--- src/rtl/core/hsl_to_rgb_converter_macros.svh ---
// ----------------------------------------------------------------------------
// HSL to RGB converter assertion macros
// Concurrent check wrappers, empty in synthesis builds.
// ----------------------------------------------------------------------------
`ifndef HSL_TO_RGB_CONVERTER_MACROS_SVH
`define HSL_TO_RGB_CONVERTER_MACROS_SVH

`ifndef SYNTHESIS

// Consequent holds in the same cycle as the antecedent.
`define HSL2RGB_ASSERT_NOW(lbl, clk, rst_n, ante, cons) \
	lbl: assert property (@(posedge clk) disable iff (!rst_n) (ante) |-> (cons)) \
		else $error("hsl_to_rgb_converter check failed");

// Consequent holds in the cycle after the antecedent.
`define HSL2RGB_ASSERT_NEXT(lbl, clk, rst_n, ante, cons) \
	lbl: assert property (@(posedge clk) disable iff (!rst_n) (ante) |=> (cons)) \
		else $error("hsl_to_rgb_converter check failed");

`else

`define HSL2RGB_ASSERT_NOW(lbl, clk, rst_n, ante, cons)
`define HSL2RGB_ASSERT_NEXT(lbl, clk, rst_n, ante, cons)

`endif

`endif

--- src/rtl/core/hsl2rgb_pkg.sv ---
// ----------------------------------------------------------------------------
// HSL to RGB converter package
// Shared widths, constants and pipeline control type.
// ----------------------------------------------------------------------------
package hsl2rgb_pkg;

	parameter int HUE_BITS_DEF = 12;
	parameter int CH_W         = 8;
	parameter int SCALED_W     = 16;

	parameter logic [CH_W-1:0] CH_FULL = 8'd255;

	typedef struct packed {
		logic load_s1;
		logic load_s2;
		logic load_s3;
	} hsl2rgb_ctl_t;

endpackage

--- src/rtl/core/hsl2rgb_chan.sv ---
// ----------------------------------------------------------------------------
// HSL to RGB channel datapath
// Hue ramp weight, ramp product and divide-by-255 for one color channel.
// ----------------------------------------------------------------------------
module hsl2rgb_chan #(
	parameter int HUE_BITS = hsl2rgb_pkg::HUE_BITS_DEF
) (
	input  logic                                clk,
	input  hsl2rgb_pkg::hsl2rgb_ctl_t           ctl,
	input  logic [HUE_BITS+1:0]                 tn,
	input  logic [hsl2rgb_pkg::SCALED_W-1:0]    d_s1,
	input  logic [hsl2rgb_pkg::SCALED_W-1:0]    pv_s2,
	output logic [hsl2rgb_pkg::CH_W-1:0]        ch_s3
);
	import hsl2rgb_pkg::*;

	localparam int W_W    = HUE_BITS + 1;
	localparam int T2_W   = HUE_BITS + 3;
	localparam int PROD_W = SCALED_W + W_W;
	localparam int Y_W    = SCALED_W + 1;

	localparam logic [T2_W-1:0]   TURN1 = {3'b001, {HUE_BITS{1'b0}}};
	localparam logic [T2_W-1:0]   TURN3 = {3'b011, {HUE_BITS{1'b0}}};
	localparam logic [T2_W-1:0]   TURN4 = {3'b100, {HUE_BITS{1'b0}}};
	localparam logic [HUE_BITS+1:0] TN_TWO = {2'b10, {HUE_BITS{1'b0}}};
	localparam logic [W_W-1:0]    W_FULL = {1'b1, {HUE_BITS{1'b0}}};

	logic [T2_W-1:0]   tn2;
	logic [T2_W-1:0]   fall;
	logic [W_W-1:0]    w;
	logic [W_W-1:0]    w_s1;
	logic [PROD_W-1:0] prod_s2;
	logic [Y_W-1:0]    y;
	logic [CH_W:0]     q0;
	logic [CH_W+1:0]   rem;
	logic [CH_W:0]     quo;
	logic [CH_W-1:0]   ch;

	assign tn2  = {tn, 1'b0};
	assign fall = TURN4 - tn2;

	always_comb begin
		priority if (tn2 < TURN1) begin
			w = tn2[W_W-1:0];
		end else if (tn2 < TURN3) begin
			w = W_FULL;
		end else if (tn < TN_TWO) begin
			w = fall[W_W-1:0];
		end else begin
			w = '0;
		end
	end

	always_ff @(posedge clk) begin
		if (ctl.load_s1) begin
			w_s1 <= w;
		end
	end

	always_ff @(posedge clk) begin
		if (ctl.load_s2) begin
			prod_s2 <= PROD_W'(d_s1) * PROD_W'(w_s1);
		end
	end

	assign y   = Y_W'(pv_s2) + prod_s2[HUE_BITS+Y_W-1:HUE_BITS];
	assign q0  = y[Y_W-1:CH_W];
	assign rem = (CH_W+2)'(y[CH_W-1:0]) + (CH_W+2)'(q0);
	assign quo = q0 + (CH_W+1)'(rem >= (CH_W+2)'(CH_FULL));
	assign ch  = quo[CH_W] ? CH_FULL : quo[CH_W-1:0];

	always_ff @(posedge clk) begin
		if (ctl.load_s3) begin
			ch_s3 <= ch;
		end
	end

endmodule

--- src/rtl/core/hsl_to_rgb_converter.sv ---
// ----------------------------------------------------------------------------
// HSL to RGB converter
// Streams HSL-plus-alpha pixels to 8-bit RGBA with exact truncating math.
// ----------------------------------------------------------------------------
// Takes one pixel per clock while s_tready is high: the work is
// split over three register stages (q/p and hue offsets, ramp multiply,
// divide by 255), each with its own valid bit, so a stalled output only
// holds the stages that are full. Zero saturation yields gray equal to
// lightness, alpha passes through, and only the low HUE_BITS of hue count.
`include "hsl_to_rgb_converter_macros.svh"

module hsl_to_rgb_converter #(
	parameter int HUE_BITS = hsl2rgb_pkg::HUE_BITS_DEF,
	localparam int IN_W    = ((HUE_BITS + 3 * hsl2rgb_pkg::CH_W + 7) / 8) * 8,
	localparam int OUT_W   = 4 * hsl2rgb_pkg::CH_W
) (
	input  logic             clk,
	input  logic             arst_n,
	input  logic             s_tvalid,
	output logic             s_tready,
	input  logic [IN_W-1:0]  s_tdata,   // hue, saturation, lightness, alpha_in
	output logic             m_tvalid,
	input  logic             m_tready,
	output logic [OUT_W-1:0] m_tdata    // red, green, blue, alpha_out
);
	import hsl2rgb_pkg::*;

	localparam int TN_W = HUE_BITS + 2;

	localparam logic [TN_W:0] TURN1 = {3'b001, {HUE_BITS{1'b0}}};
	localparam logic [TN_W:0] TURN2 = {3'b010, {HUE_BITS{1'b0}}};
	localparam logic [TN_W:0] TURN3 = {3'b011, {HUE_BITS{1'b0}}};

	logic [HUE_BITS-1:0] hue;
	logic [CH_W-1:0]     saturation;
	logic [CH_W-1:0]     lightness;
	logic [CH_W-1:0]     alpha_in;

	logic                rdy1, rdy2, rdy3;
	logic                v_s1, v_s2, v_s3;
	hsl2rgb_ctl_t        ctl;

	logic [SCALED_W-1:0] ls_prod;
	logic [SCALED_W:0]   l255;
	logic [SCALED_W:0]   s255;
	logic [SCALED_W:0]   q;
	logic [SCALED_W:0]   p;
	logic [SCALED_W:0]   d;
	logic [TN_W-1:0]     base;
	logic [TN_W:0]       sum_r, sum_b;
	logic [TN_W:0]       wrap_r, wrap_b;
	logic [TN_W-1:0]     tn_r, tn_g, tn_b;

	logic [SCALED_W-1:0] pv_s1, d_s1, pv_s2;
	logic [CH_W-1:0]     a_s1, a_s2, a_s3;
	logic [CH_W-1:0]     red_s3, green_s3, blue_s3;

	assign hue        = s_tdata[HUE_BITS-1:0];
	assign saturation = s_tdata[HUE_BITS+CH_W-1:HUE_BITS];
	assign lightness  = s_tdata[HUE_BITS+2*CH_W-1:HUE_BITS+CH_W];
	assign alpha_in   = s_tdata[HUE_BITS+3*CH_W-1:HUE_BITS+2*CH_W];

	assign rdy3     = !v_s3 || m_tready;
	assign rdy2     = !v_s2 || rdy3;
	assign rdy1     = !v_s1 || rdy2;
	assign s_tready = rdy1;

	assign ctl.load_s1 = s_tvalid && rdy1;
	assign ctl.load_s2 = v_s1 && rdy2;
	assign ctl.load_s3 = v_s2 && rdy3;

	always_ff @(posedge clk or negedge arst_n) begin
		if (!arst_n) begin
			v_s1 <= 1'b0;
			v_s2 <= 1'b0;
			v_s3 <= 1'b0;
		end else begin
			if (rdy1) begin
				v_s1 <= s_tvalid;
			end
			if (rdy2) begin
				v_s2 <= v_s1;
			end
			if (rdy3) begin
				v_s3 <= v_s2;
			end
		end
	end

	assign ls_prod = SCALED_W'(lightness) * SCALED_W'(saturation);
	assign l255    = {1'b0, lightness, {CH_W{1'b0}}} - (SCALED_W+1)'(lightness);
	assign s255    = {1'b0, saturation, {CH_W{1'b0}}} - (SCALED_W+1)'(saturation);

	always_comb begin
		if (lightness[CH_W-1]) begin
			q = l255 + s255 - (SCALED_W+1)'(ls_prod);
		end else begin
			q = l255 + (SCALED_W+1)'(ls_prod);
		end
	end

	assign p = {l255[SCALED_W-1:0], 1'b0} - q;
	assign d = q - p;

	assign base   = {1'b0, hue, 1'b0} + {2'b00, hue};
	assign sum_r  = {1'b0, base} + TURN1;
	assign sum_b  = {1'b0, base} + TURN2;
	assign wrap_r = (sum_r >= TURN3) ? sum_r - TURN3 : sum_r;
	assign wrap_b = (sum_b >= TURN3) ? sum_b - TURN3 : sum_b;
	assign tn_r   = wrap_r[TN_W-1:0];
	assign tn_g   = base;
	assign tn_b   = wrap_b[TN_W-1:0];

	always_ff @(posedge clk) begin
		if (ctl.load_s1) begin
			pv_s1 <= p[SCALED_W-1:0];
			d_s1  <= d[SCALED_W-1:0];
			a_s1  <= alpha_in;
		end
		if (ctl.load_s2) begin
			pv_s2 <= pv_s1;
			a_s2  <= a_s1;
		end
		if (ctl.load_s3) begin
			a_s3 <= a_s2;
		end
	end

	hsl2rgb_chan #(
		.HUE_BITS (HUE_BITS)
	) u_red (
		.clk   (clk),
		.ctl   (ctl),
		.tn    (tn_r),
		.d_s1  (d_s1),
		.pv_s2 (pv_s2),
		.ch_s3 (red_s3)
	);

	hsl2rgb_chan #(
		.HUE_BITS (HUE_BITS)
	) u_green (
		.clk   (clk),
		.ctl   (ctl),
		.tn    (tn_g),
		.d_s1  (d_s1),
		.pv_s2 (pv_s2),
		.ch_s3 (green_s3)
	);

	hsl2rgb_chan #(
		.HUE_BITS (HUE_BITS)
	) u_blue (
		.clk   (clk),
		.ctl   (ctl),
		.tn    (tn_b),
		.d_s1  (d_s1),
		.pv_s2 (pv_s2),
		.ch_s3 (blue_s3)
	);

	assign m_tvalid = v_s3;
	assign m_tdata  = {a_s3, blue_s3, green_s3, red_s3};

	`HSL2RGB_ASSERT_NEXT(a_accept_fills_s1, clk, arst_n, s_tvalid && s_tready, v_s1)
	`HSL2RGB_ASSERT_NEXT(a_advance_fills_s2, clk, arst_n, ctl.load_s2, v_s2)
	`HSL2RGB_ASSERT_NOW(a_empty_out_ready, clk, arst_n, !v_s3, s_tready)
	`HSL2RGB_ASSERT_NEXT(a_drain_empties, clk, arst_n, m_tvalid && m_tready && !v_s2, !m_tvalid)

endmodule

--- config.mk ---
export PLATFORM = sky130hd
export DESIGN_NAME = hsl_to_rgb_converter
export DESIGN_NICKNAME = d
export VERILOG_FILES = /design/src/rtl/core/hsl2rgb_pkg.sv /design/src/rtl/core/hsl2rgb_chan.sv /design/src/rtl/core/hsl_to_rgb_converter.sv
export VERILOG_INCLUDE_DIRS = /design/src /design/src/rtl/core
export SDC_FILE = /design/constraint.sdc
export NUM_CORES = 2
export LEC_CHECK = 0
export ABC_AREA = 1
export BUFFER_PORTS_ARGS = -buffer_cell sky130_fd_sc_hd__buf_2
export CORE_UTILIZATION = 30
export CTS_BUF_LIST = sky130_fd_sc_hd__clkbuf_4 sky130_fd_sc_hd__clkbuf_8
export DETAILED_ROUTE_END_ITERATION = 6
export PLACE_DENSITY_LB_ADDON = 0.08
export SYNTH_ARGS = -nofsm -noshare
export SYNTH_HDL_FRONTEND = slang
export SYNTH_HIERARCHICAL = 1
export SYNTH_SLANG_ARGS = --single-unit
--- constraint.sdc ---
create_clock -name clk -period 7.3 [get_ports clk]
set_clock_uncertainty 0.15 [all_clocks]
set_input_delay 0.365 -clock clk [delete_from_list [all_inputs] [get_ports clk]]
set_output_delay 0.365 -clock clk [all_outputs]
set_load 0.05 [all_outputs]
Word level (Yosys, flattened, before mapping)
Index checks and enable logic that the tools add are counted.
{"block": "totals", "output_inout_bits": 34, "regBits": 225, "latchBits": 0, "n_memories": 0, "romBits": 0, "ramBits": 0, "in_bits": 44}
{"block": "classes", "eq_ne": 0, "mul": 4, "addsub": 24, "n_lt_le_gt_ge": 14, "shifts": 0, "mux": 12, "div_mod_pow": 0, "n_reduce_logical": 12, "bitwise_logic": 3}
{"operator": "$mux W13", "n": 9}
{"operator": "$mul A16 B13 Y29", "n": 3}
{"operator": "$add A16 B17 Y17", "n": 3}
{"operator": "$sub A16 B16 Y16", "n": 3}
{"operator": "$lt A15 B13 Y1 const B", "n": 3}
{"operator": "$lt A15 B14 Y1 const B", "n": 3}
{"operator": "$lt A14 B14 Y1 const B", "n": 3}
{"operator": "$sub A1 B13 Y13 const A", "n": 3}
{"operator": "$add A16 B16 Y16", "n": 2}
{"operator": "$sub A16 B8 Y16", "n": 2}
{"operator": "$add A8 B9 Y10", "n": 3}
{"operator": "$ge A10 B8 Y1 const B", "n": 3}
{"operator": "$ge A15 B14 Y1 const B", "n": 2}
{"operator": "$mux W14", "n": 2}
{"operator": "$sub A14 B14 Y14 const B", "n": 2}
{"operator": "$add A9 B1 Y9", "n": 3}
{"operator": "$mul A8 B8 Y16", "n": 1}
{"operator": "$mux W16", "n": 1}
{"operator": "$add A14 B13 Y15 const B", "n": 1}
{"operator": "$add A14 B14 Y15 const B", "n": 1}
{"operator": "$add A13 B12 Y14", "n": 1}
{"operator": "$reduce_or A3 Y1", "n": 3}
{"operator": "$logic_and A1 B1 Y1", "n": 3}
{"operator": "$logic_not A1 Y1", "n": 3}
{"operator": "2 further kinds", "n": 6}

Logic depth before layout (Yosys ltp)
{"block": "depth", "depth_word": 8, "ltp_mapped": 51, "mapped_depth_nobuf": 50}

Modules after synthesis
Netlist, hierarchy kept.
{"module": "hsl2rgb_chan (u_blue ...)", "cells_per_inst": 1221, "area_per_inst_um2": 9308.9, "instances": 2}
{"module": "hsl2rgb_chan (u_red)", "cells_per_inst": 1193, "area_per_inst_um2": 9192.6, "instances": 1}
{"module": "hsl_to_rgb_converter", "cells_per_inst": 1102, "area_per_inst_um2": 8812.2, "instances": 1}

Worst setup path before layout
No wires, ideal clock.
{"block": "synth_timing", "kind": "input to register", "start": "in s_tdata[25]", "end": "reg d_s1[15] (data pin)", "t_required_ns": 6.898, "t_arrival_ns": 7.480, "setup_time_ns": 0.252, "path_stages": 43, "path_slack_ns": -0.582, "path_cell_list": "clkbuf_1 -> nand2_1 -> fa_1 -> fa_1 -> inv_1 -> fa_1 -> inv_1 -> fa_1 -> inv_1 -> ha_1 -> inv_1 -> nand3_1 -> nand2_1 -> or2_2 -> nand2_1 -> inv_1 -> ha_1 -> ha_1 -> [... 7 more ...] -> o21ai_0 -> ha_1 -> a21oi_1 -> o21bai_1 -> nand2_1 -> inv_1 -> nor2_1 -> nand2_2 -> nand3_1 -> nand2_1 -> a21o_1 -> xor2_1 -> inv_1 -> ha_1 -> a21oi_1 -> nand2_1 -> nand2_1 -> nand2_1"}
{"block": "synth_via", "elab_chain_len": 6, "word_cells_on_any_way": 8, "cone_classes": "add/sub: 6; mul: 1; mux: 1"}
{"element": "from (decl)", "line": "hsl_to_rgb_converter.sv:21", "text": "input logic [IN_W-1:0] s_tdata,"}
{"element": "$sub A16 B8 Y16", "line": "hsl_to_rgb_converter.sv:91", "text": "assign l255 = {1'b0, lightness, {CH_W{1'b0}}} - (SCALED_W+1)'(lightness);"}
{"element": "$add A16 B16 Y16", "line": "hsl_to_rgb_converter.sv:96", "text": "q = l255 + s255 - (SCALED_W+1)'(ls_prod);"}
{"element": "$sub A16 B16 Y16", "line": "hsl_to_rgb_converter.sv:96"}
{"element": "$mux W16", "line": "hsl_to_rgb_converter.sv:95", "text": "if (lightness[CH_W-1]) begin"}
{"element": "$sub A16 B16 Y16 (*)", "line": "hsl_to_rgb_converter.sv:102", "text": "assign p = {l255[SCALED_W-1:0], 1'b0} - q;"}
{"element": "net p[14]", "line": "hsl_to_rgb_converter.sv:47", "text": "logic [SCALED_W:0] p;"}
{"element": "$sub A16 B16 Y16 (*)", "line": "hsl_to_rgb_converter.sv:103", "text": "assign d = q - p;"}
{"element": "net d[15]", "line": "hsl_to_rgb_converter.sv:48", "text": "logic [SCALED_W:0] d;"}
{"element": "to (signal assigned)", "line": "hsl_to_rgb_converter.sv:117", "text": "d_s1 <= d[SCALED_W-1:0];"}
{"element": "to (decl)", "line": "hsl_to_rgb_converter.sv:54", "text": "logic [SCALED_W-1:0] pv_s1, d_s1, pv_s2;"}
The timed path passes the listed nets; every way through them passes the cells marked *.
A chain may end at the register's enable or synchronous reset.

Final worst setup path
{"block": "layout_timing", "start": "in s_tdata[16]", "end": "reg d_s1[15] (data pin)"}
{"block": "layout_via", "elab_chain_len": 6, "word_cells_on_any_way": 8, "cone_classes": "add/sub: 6; mul: 1; mux: 1"}
{"element": "$sub A16 B8 Y16", "line": "hsl_to_rgb_converter.sv:92", "text": "assign s255 = {1'b0, saturation, {CH_W{1'b0}}} - (SCALED_W+1)'(saturation);"}
{"element": "$add A16 B16 Y16", "line": "hsl_to_rgb_converter.sv:96"}
{"element": "$sub A16 B16 Y16", "line": "hsl_to_rgb_converter.sv:96"}
{"element": "$mux W16 (*)", "line": "hsl_to_rgb_converter.sv:95"}
{"element": "$sub A16 B16 Y16 (*)", "line": "hsl_to_rgb_converter.sv:102"}
{"element": "net p[14]", "line": "hsl_to_rgb_converter.sv:47"}
{"element": "$sub A16 B16 Y16 (*)", "line": "hsl_to_rgb_converter.sv:103"}
{"element": "net d[15]", "line": "hsl_to_rgb_converter.sv:48"}
Marked as above.

==> results.md <==
* Top-level I/O count at slightly below 80
* Arrival time at the worst endpoint at between 7000 and 8000 ps
* Via count of the first global-routing pass at 29800
* Hold slack at 98.9 ps
* Worst-case headroom to the max-slew limit at 0.213
* Total count of hold-check failures in the final report at 0
* Post-place instance area at 40300 µm²
* Seq. cell area at 5540 µm²
* Final non-filler cell total at 6557
* Setup crit start kind: primary input
* Final HPWL from detailed placement at 88500 µm
* Clock tree from TritonCTS: done
* Iter 0 DRT Violations at 1573
* EDFF count, synth at 182
* Critical Path Fanout Max at 4
* Detailed-route wire length at 106000 µm
* Most instantiated library cell after synthesis: sky130_fd_sc_hd__nand2_1
* Async set-reset flop share out of synthesis at 0.0162
* Total DRC errors in the routed layout at 0
* Placer congestion estimate at approximately 0.84
* Layout overhead on the synthesized area at 12.6%
* Classification of the worst-slack hold path: primary input to flop
* Req. time, crit path at around 7500 ps
* Setup TNS after final layout at 0 ps
* Flop-to-flop setup slack at 860 ps
* Max_cap viols at 0
* Antenna violation net count after detailed routing at 0
* Clk_lat worst skew at 580 ps
* Transition time at the pin with the least slew margin at 1170 ps
* RR Startpoint: d_s1[8]
* Filler cells at 13000
* Antenna violations before repair at 10
* Setup repair after global routing missed its margin: true
* Synth Warn # at 6
* Area of the die at 123000 µm²
* Cell count of the worst hold path at 3
* Placed cell count at 6495
* Wire length of the first global-routing pass at roughly 170000 µm
* Global-route usage over all layers at 0.177
* Maximum buffer depth of the clock tree at 2
* Total grt overflow at 0
* Maximum number of pins on one net before global-route repair at 76
* Post-route fraction of the period consumed by the critical path at 0.972
* Detail-routed via count per cell at 4.46
* Synth area leader: sky130_fd_sc_hd__fa_1
* Worst setup path category: primary input to flop
* Mapped Avg Cell Area at 7.73 µm²
* HP Start: s_tdata[0]
* Synthesized cell area at 36600 µm²
* Average wire per cell in the routed design at roughly 16 µm
* Layout Nets at about 6000
* Distinct cell type count after synthesis at 62
* Delay-heaviest family, CP: adder cells
* R2R depth at 18
* Worst path most repeated cell: sky130_fd_sc_hd__inv_2
* Sequential fraction of the synthesis area at 0.151
* Highest-delay cell along the critical path: sky130_fd_sc_hd__fa_1
* Area share of the largest cell type after synthesis at 0.259
* Reg-to-Reg End: u_green/prod_s2[27]
* Most common library cells after synthesis: 1222 x sky130_fd_sc_hd__nand2_1, 1183 x sky130_fd_sc_hd__inv_1, 473 x sky130_fd_sc_hd__fa_1
* Count of input and output buffers at 73
* Leading cell types by total area after synthesis: sky130_fd_sc_hd__fa_1 26%, sky130_fd_sc_hd__edfxtp_1 15%, sky130_fd_sc_hd__ha_1 14%
* Timing-limited maximum frequency at 141 MHz
* Die Y at 351 µm
* CTS buffer count at 17
* Total number of H-tree levels at 4
* Std-Cell Core Area at 120000 µm²
* Post-synthesis instance total at 4737
* Initial core utilization at 0.304
* CP max stage delay at 530 ps
* Result of the run: finished clean
* Min-Delay Endpoint: u_red/w_s1[1]
* Synthesis-stage register bit count at 185
* Number of sinks on the clock net at 185
* Area used by multi-input combinational logic at between 20000 and 30000 µm²
* Final Cell Area at 41200 µm²
* Count of TritonRoute iterations in the first routing pass at 5
* Critical Path End Type: flop
* Overall via count from detail_route at 29200
* # rows at 127
* Number of failing setup endpoints in the final timing report at 0
* Final min period at around 7100 ps
* Main flop type after synthesis: sky130_fd_sc_hd__edfxtp_1
* Pins over their slew limit at 0
* X dimension of the die at 351 µm
* Share of post-route cells with drive strength above 1 at 0.110
* CTS clk-pin slew, worst paths at approximately 110 ps
* Critical path buffer and inverter count at 14
* Buffer cell driving the clock tree root: sky130_fd_sc_hd__clkbuf_8
-- cell families (layout without fill, tap and decap cells) --
| logic type | count (synthesis) | in the layout | share of synthesized area |
|---|---|---|---|
| adders and majority gates | 895 | 895 | 0.403 |
| xor gates and xnor gates | 161 | 161 | 0.0402 |
| and+or+nand+nor | 1752 | 1752 | 0.203 |
| DFF | 185 | 185 | 0.151 |
| other | 1 | 8 | 0.000102 |
| AOI/OAI and AO/OA | 410 | 410 | 0.0652 |
| buffers and inverters | 1333 | 1534 | 0.137 |
-- sequential cells by signal, indices dropped and copies added, names as in the netlist, 15 cells and up --
name / flops
u_red/prod_s2: 17
pv_s2: 16
d_s1: 15
pv_s1: 16
u_green/prod_s2: 17
u_blue/prod_s2: 17
-- worst reg2reg max path: cells and delay by family, from the launching register on --
family / cells / cell delay, ps
flip-flops: 1 / 1140
adder cells (fa/ha/maj): 6 / 3030
XOR/XNOR: 1 / 130
AND/OR/NAND/NOR: 7 / 1510
AO/OA/AOI/OAI: 1 / 110
buffers and inverters: 3 / 140
-- per-layer routing --
metal	vias to the layer above	GRT usage	wire length, µm
met1	14000	0.263	54700
li1	14700	-	-
met2	439	0.269	45400
met5	-	0	13
met4	2	0.0429	2190
met3	66	0.0230	4150
-- stage by stage --
step	setup WS, ps	util
after detailed placement	-573	0.334
after floorplan	0.702	-
after global routing	-118	0.342
after CTS	76.8	0.339
after global placement	-517	0.334
final	206	0.342
-- final cells by class --
class	instances	area share
tap	1612	0.0489
inverter	1203	0.110
timing repair buffer	299	0.0526
clock inverter	15	0.00458
clock buffer	17	0.00567
multi-input combinational	3224	0.644
antenna	2	0.000121
sequential	185	0.134
-- cells in the final DEF (no fill, tap or decap), types with 21 or more instances in the layout --
cell type and count:
sky130_fd_sc_hd__nand4_1 27, sky130_fd_sc_hd__o21ai_0 94, sky130_fd_sc_hd__nand3_1 163, sky130_fd_sc_hd__fa_1 471, sky130_fd_sc_hd__nor3_1 33, sky130_fd_sc_hd__nand3_2 27, sky130_fd_sc_hd__ha_4 21, sky130_fd_sc_hd__edfxtp_1 182
sky130_fd_sc_hd__ha_1 401, sky130_fd_sc_hd__xor2_1 106, sky130_fd_sc_hd__nor2_1 175, sky130_fd_sc_hd__xnor2_1 43, sky130_fd_sc_hd__buf_2 67, sky130_fd_sc_hd__inv_1 1167, sky130_fd_sc_hd__nand2_1 1214, sky130_fd_sc_hd__nand2_2 44
sky130_fd_sc_hd__a21oi_1 174, sky130_fd_sc_hd__inv_2 33, sky130_fd_sc_hd__buf_4 209
-- timing repair --
item,in CTS,in global routing
resized for setup,0,84
hold buffers,12,0
endpoints found under the setup margin,0,6
endpoints found under the hold margin,14,0
setup buffers,0,16
-- worst max-delay path by stage --
stage	startpoint	endpoint	slack [ps]	cells after the start
after detailed placement	s_tdata[23]	d_s1[15]	-570	40
after global placement	s_tdata[23]	d_s1[15]	-520	42
after floorplan	s_tdata[25]	d_s1[15]	0.7	45
final	s_tdata[16]	d_s1[15]	210	45
after global routing	s_tdata[16]	d_s1[15]	-120	46
after CTS	s_tdata[23]	d_s1[15]	80	40
Power is not shown: default switching activity piles up to over one toggle a cycle in this logic, so the estimate is an artifact.
